<file path="src/sv/sine_template_matched_filter_macros.svh">
// Assertion macros for the sine template matched filter
`ifndef SINE_TEMPLATE_MATCHED_FILTER_MACROS_SVH
`define SINE_TEMPLATE_MATCHED_FILTER_MACROS_SVH

// same-cycle implication
`define STMF_ASSERT_SAME(label, clk, rst_n, ante, cons, msg) \
	label: assert property (@(posedge clk) disable iff (!rst_n) (ante) |-> (cons)) \
		else $error(msg);

// next-cycle implication
`define STMF_ASSERT_NEXT(label, clk, rst_n, ante, cons, msg) \
	label: assert property (@(posedge clk) disable iff (!rst_n) (ante) |=> (cons)) \
		else $error(msg);

`endif

</file>
<file path="src/sv/stmf_pkg.sv">
// Shared types, constants and sine table generator of the matched filter
package stmf_pkg;

	localparam int SAMPLES_DEFAULT = 1024;
	localparam int MAX_FREQ        = 64;
	localparam int SINE_LOG2       = 8;
	localparam int SINE_DEPTH      = 1 << SINE_LOG2;

	localparam int TIME_W    = 32;
	localparam int PHASE_W   = 20;
	localparam int AMP_W     = 24;
	localparam int SINE_W    = 16;
	localparam int SINE_MAG_W = 15;
	localparam int FREQ_W    = 6;
	localparam int FCOUNT_W  = 7;
	localparam int DT_W      = 32;
	localparam int DATA_W    = 32;
	localparam int AREA_W    = 48;
	localparam int PROD_W    = SINE_W + AMP_W;
	localparam int AREA_SHIFT = 28;
	localparam int REG_INDEX_W = 1;

	localparam logic [FCOUNT_W-1:0] FCOUNT_RESET = FCOUNT_W'(64);
	localparam logic [DT_W-1:0]     DT_RESET     = DT_W'(1048);
	localparam logic [AREA_W-1:0]   AREA_MAX     = {1'b0, {(AREA_W-1){1'b1}}};
	localparam logic [AREA_W-1:0]   AREA_MIN_MAG = {1'b1, {(AREA_W-1){1'b0}}};
	localparam longint AREA_HALF = longint'(1) <<< (AREA_SHIFT - 1);

	localparam longint Q30_ONE = 64'sd1073741824;
	localparam longint CO1 = 64'sd1686629713;
	localparam longint CO3 = -64'sd693598668;
	localparam longint CO5 = 64'sd85569306;
	localparam longint CO7 = -64'sd5026995;
	localparam longint CO9 = 64'sd172272;
	localparam longint Q15_HALF = 64'sd16384;
	localparam longint Q15_MAX  = 64'sd32767;

	typedef enum logic [REG_INDEX_W-1:0] {
		REG_FREQ_COUNT = 1'b0,
		REG_TIME_STEP  = 1'b1
	} reg_index_t;

	typedef struct packed {
		logic [PHASE_W-1:0]      phase_time;
		logic signed [AMP_W-1:0] amplitude;
	} sample_word_t;

	// quarter-wave sine entry k of SINE_DEPTH, Q0.15, odd Taylor series to x^9
	function automatic logic [SINE_MAG_W-1:0] sine_entry(input int k);
		longint x;
		longint z;
		longint s;
		longint v;
		longint r;
		if (k >= SINE_DEPTH) begin
			return SINE_MAG_W'(Q15_MAX);
		end
		x = longint'(k) <<< (30 - SINE_LOG2);
		z = (x * x) / Q30_ONE;
		s = CO9;
		s = CO7 + (s * z) / Q30_ONE;
		s = CO5 + (s * z) / Q30_ONE;
		s = CO3 + (s * z) / Q30_ONE;
		s = CO1 + (s * z) / Q30_ONE;
		v = (s * x) / Q30_ONE;
		if (v < 0) begin
			v = 0;
		end
		r = (v + Q15_HALF) >>> 15;
		if (r > Q15_MAX) begin
			r = Q15_MAX;
		end
		return SINE_MAG_W'(r);
	endfunction

endpackage

</file>
<file path="src/sv/stmf_scaler.sv">
// Area scaler: |sum| times time step in 32-bit chunks, round, saturate, sign
module stmf_scaler #(
	parameter int SUM_W = stmf_pkg::PROD_W + 11
) (
	input  logic                               clk,
	input  logic                               arst_n,
	input  logic                               start,
	input  logic signed [SUM_W-1:0]            sum,
	input  logic [stmf_pkg::DT_W-1:0]          dt,
	output logic                               done,
	output logic signed [stmf_pkg::AREA_W-1:0] area
);

	localparam int CHUNK_W = stmf_pkg::DT_W;
	localparam int NCHUNK  = (SUM_W + CHUNK_W - 1) / CHUNK_W;
	localparam int PAD_W   = NCHUNK * CHUNK_W;
	localparam int ACC_W   = PAD_W + CHUNK_W;
	localparam int RND_W   = ACC_W + 1 - stmf_pkg::AREA_SHIFT;
	localparam int CNT_W   = $clog2(NCHUNK + 1);

	typedef enum logic [2:0] {IDLE, MUL, ADD, ROUND, SAT} state_t;

	state_t                         state_q;
	logic [CNT_W-1:0]               chunk_q;
	logic [PAD_W-1:0]               mag_q;
	logic [2*CHUNK_W-1:0]           prod_q;
	logic [ACC_W-1:0]               acc_q;
	logic [RND_W-1:0]               rnd_q;
	logic                           neg_q;
	logic [SUM_W-1:0]               mag_w;
	logic [RND_W-1:0]               lim_w;
	logic [stmf_pkg::AREA_W-1:0]    res_w;

	always_comb begin
		mag_w = sum[SUM_W-1] ? (~sum + SUM_W'(1)) : sum;
		lim_w = neg_q ? RND_W'(stmf_pkg::AREA_MIN_MAG) : RND_W'(stmf_pkg::AREA_MAX);
		res_w = (rnd_q > lim_w) ? lim_w[stmf_pkg::AREA_W-1:0] : rnd_q[stmf_pkg::AREA_W-1:0];
	end

	always_ff @(posedge clk or negedge arst_n) begin
		if (!arst_n) begin
			state_q <= IDLE;
			chunk_q <= '0;
			mag_q   <= '0;
			prod_q  <= '0;
			acc_q   <= '0;
			rnd_q   <= '0;
			neg_q   <= 1'b0;
			done    <= 1'b0;
			area    <= '0;
		end else begin
			done <= state_q == SAT;
			case (state_q)
				IDLE: begin
					if (start) begin
						mag_q   <= PAD_W'(mag_w);
						neg_q   <= sum[SUM_W-1];
						acc_q   <= '0;
						chunk_q <= CNT_W'(NCHUNK);
						state_q <= MUL;
					end
				end
				MUL: begin
					prod_q  <= mag_q[PAD_W-1 -: CHUNK_W] * dt;
					mag_q   <= mag_q << CHUNK_W;
					state_q <= ADD;
				end
				ADD: begin
					acc_q   <= (acc_q << CHUNK_W) + ACC_W'(prod_q);
					chunk_q <= chunk_q - CNT_W'(1);
					state_q <= (chunk_q == CNT_W'(1)) ? ROUND : MUL;
				end
				ROUND: begin
					rnd_q   <= RND_W'(({1'b0, acc_q} + (ACC_W+1)'(stmf_pkg::AREA_HALF))
						>> stmf_pkg::AREA_SHIFT);
					state_q <= SAT;
				end
				SAT: begin
					area    <= neg_q ? -signed'(res_w) : signed'(res_w);
					state_q <= IDLE;
				end
				default: state_q <= IDLE;
			endcase
		end
	end

endmodule

</file>
<file path="config.mk">
export PLATFORM = sky130hd
export DESIGN_NAME = stmf_scaler
export DESIGN_NICKNAME = d
export VERILOG_FILES = /design/src/sv/sine_template_matched_filter_macros.svh /design/src/sv/stmf_pkg.sv /design/src/sv/stmf_scaler.sv
export SDC_FILE = /design/constraint.sdc
export NUM_CORES = 2
export LEC_CHECK = 0
export BUFFER_PORTS_ARGS = -buffer_cell sky130_fd_sc_hd__clkbuf_2
export CORE_MARGIN = 4
export CORE_UTILIZATION = 45
export DETAILED_ROUTE_END_ITERATION = 8
export REMOVE_ABC_BUFFERS = 1
export SYNTH_ARGS = -nofsm -noshare
export SYNTH_HDL_FRONTEND = slang
export SYNTH_SLANG_ARGS = --single-unit
</file>
<file path="constraint.sdc">
create_clock -name clk -period 14.5 [get_ports clk]
set_input_delay 2.9 -clock clk [delete_from_list [all_inputs] [get_ports clk]]
set_output_delay 2.9 -clock clk [all_outputs]
set_load 0.05 [all_outputs]
</file>
==> results by group <==
Timing
  • Period utilization: 0.736
  • Slew Limit Headroom: 0.100
  • Layout Skew: 0.0307 ns
  • PnR worst setup slack: 3.82 ns
  • Unrepaired setup endpoints after global routing: no
  • Highest clock rate: 93.7 MHz
  • Min cycle time layout: 10.68 ns
  • Max-slew violation count: 0
  • Worst slew pin tran: 1.34 ns
  • Setup TNS: 0 ns
  • Final hold vios: 0
  • Final Setup Violations: 0

Job
  • Max-Cap Viols: 0

Synth
  • Syn Inst Count: 5943
  • Synthesized cell area: 53200 sq um
  • Top-count cell post-synth: inv_1
  • Most area-consuming cells after synthesis: fa_1, dfrtp_1, ha_1
  • Yosys reg bits: 348
  • Yosys top cell by area: fa_1
  • Count of cell types in the netlist: 75
  • Commonest cells in the netlist: inv_1, fa_1, nand2_1
  • Asr flop ratio synth: 1.00
  • Post-synth EDFFs: 0
  • Seq/Total Area, Yosys: 0.164
  • Mean Syn Cell Area: 8.95 sq um
  • Yosys Warn Count: 0
  • Main synth FF type: dfrtp_1
  • Area share of the largest cell type after synthesis: 0.338

Placement
  • Place WS: 3.29 ns
  • Detailed placer's ending HPWL: 115000 um
  • I/O Buffers: 134
  • Dpl cells: 7320
  • RePlAce Congestion: 0.926

Routing
  • DR WL/cell: 20.8 um
  • DR DRC count: 0
  • DRT Wirelength: 154000 um
  • TritonRoute pass-1 iters: 5
  • Via Count: 40500
  • DR iter-0 viols: 2652
  • DRT antenna net count: 0
  • Via density: 5.48

Global route
  • M1 GR Usage: 0.350
  • Maximum number of pins on one net before global-route repair: 120
  • Initial antenna violation count: 3
  • GR Overflow Total: 0
  • First-pass GRT wire length: 247000 um
  • Total GRT Usage: 0.256
  • Vias in the first global route: 43100
  • Busiest metal layer after global routing: met2
  • GR Util met2: 0.427
  • Met3 Track Usage GR: 0.0337

Clock tree
  • TritonCTS clock tree: yes
  • Root buf cell: clkbuf_16
  • CTS Buf Count: 40
  • Clock sinks: 348
  • Clk pin slew, worst setup/hold paths: 0.06 ns
  • H-tree level count: 2
  • Hold buffers post-CTS: 0
  • Skew-Pair Late Insertion Delay: 0.59 ns
  • Resized cells post-CTS: 0
  • Setup bufs post-CTS: 0
  • Clock buffer depth: 3

Worst setup path
  • Delay-heaviest family, CP: adder cells
  • Kind of critical path: in -> reg
  • Slowest stage cell on the critical path: fa_1
  • Bufs and invs on worst path: 5
  • Critical Path RT: 14.99 ns
  • Slowest stage delay, CP: 0.56 ns
  • Crit path max fanout: 32
  • Worst setup EP type: register
  • Critical Path Most Common Cell: fa_1
  • Startpoint types: primary input
  • Worst path arrival time: 11.17 ns

Finish
  • Layout cells sized above 1: 0.0498
  • Post-route insts no fill: 7394
  • Area Growth Syn to Fin: 5.81%
  • Layout Nets: 7168

Status
  • Status: completed

Die
  • Die area: 124000 sq um
  • Core area: 117000 sq um
  • Chip width: 352 um
  • Die Height: 352 um
  • Initial core utilization: 0.455
  • I/O pins: 135
  • Row count: 125

Hold path
  • Hold/Removal Path Class: reg -> reg
[state kept, by name (all words and copies together), names as in the netlist]
register  cells
acc_q        96
state_q       3
rnd_q        69
mag_q        64
prod_q       64
done          1
neg_q         1
chunk_q       2
area         48
[layer usage]
metal,vias to the layer above,wire length [um]
met5,-,0
met4,0,4880
met3,247,8720
met2,1154,72900
met1,20700,67400
li1,18400,-
[worst reg2reg max path: stages, from the launching register on]
cell	delay (ns)
dfrtp_2	0.98
and2_1	0.33
fa_1	0.45
fa_1	0.54
inv_1	0.08
fa_1	0.56
fa_1	0.45
fa_1	0.52
inv_1	0.07
fa_1	0.50
fa_1	0.55
inv_1	0.06
fa_1	0.56
inv_1	0.05
ha_1	0.37
a21oi_1	0.22
o21bai_1	0.08
a21oi_1	0.23
o21ai_0	0.15
a221o_1	0.43
a211oi_1	0.45
nor2_1	0.20
a21bo_2	0.26
a2111o_1	0.42
o211ai_1	0.10
[final timing paths]
check | from | endpoint | slack [ns] | cells past startpoint
max in group asynchronous | arst_n | mag_q[52]$_DFFE_PN0P_ | 9.79 | 3
max reg2reg | mag_q[41]$_DFFE_PN0P_ | prod_q[53]$_DFFE_PN0P_ | 5.79 | 24
min in group asynchronous | arst_n | done$_DFF_PN0_ | 2.34 | 1
min | rnd_q[59]$_DFFE_PN0P_ | rnd_q[59]$_DFFE_PN0P_ | 0.47 | 2
min reg2reg | rnd_q[59]$_DFFE_PN0P_ | rnd_q[59]$_DFFE_PN0P_ | 0.47 | 2
max | dt[15] | prod_q[53]$_DFFE_PN0P_ | 3.82 | 25
[through the flow]
step | hold slack (ns) | utilization | area, sq um
floorplan | 0.439 | - | 51900
global placement | 0.450 | 0.471 | 55000
detailed placement | 0.456 | 0.471 | 55000
CTS | 0.477 | 0.482 | 56300
global route | 0.497 | 0.482 | 56300
finish | 0.471 | 0.482 | 56300
[logic make-up after synthesis]
family          count (synthesis)  synth area share
xor+xnor                      234            0.0385
flops                         348             0.164
compound gates                869             0.102
fa+ha+maj                    1244             0.419
simple gates                 1931             0.181
buf+inv                      1302            0.0920
mux                            15           0.00301
[final cells by class]
type | instances | area [sq um]
Multi-Input combinational cell | 4293 | 39600
Clock inverter | 14 | 163
Timing Repair Buffer | 190 | 1100
Sequential cell | 348 | 8720
Antenna cell | 5 | 12.5
Fill cell | 11200 | 60500
Tap cell | 1524 | 1910
Inverter | 965 | 3620
Clock buffer | 55 | 1120
[cell usage in the layout (no fill, tap or decap), drive strengths merged, types with 23 or more instances in the layout]
master and instances:
inv 967, fa 897, nand2 860, and2 628
o21ai 350, dfrtp 348, ha 347, clkbuf 188
a21oi 147, xor2 130, nor2 112, xnor2 104
a21o 81, nand3 73, buf 57, a22o 54
o31ai 42, and3 41, nand4 40, nor3 36
nor4 25, or4 25, or3 23
Power is not shown: default switching activity piles up to over one toggle a cycle in this logic, so the estimate is an artifact.
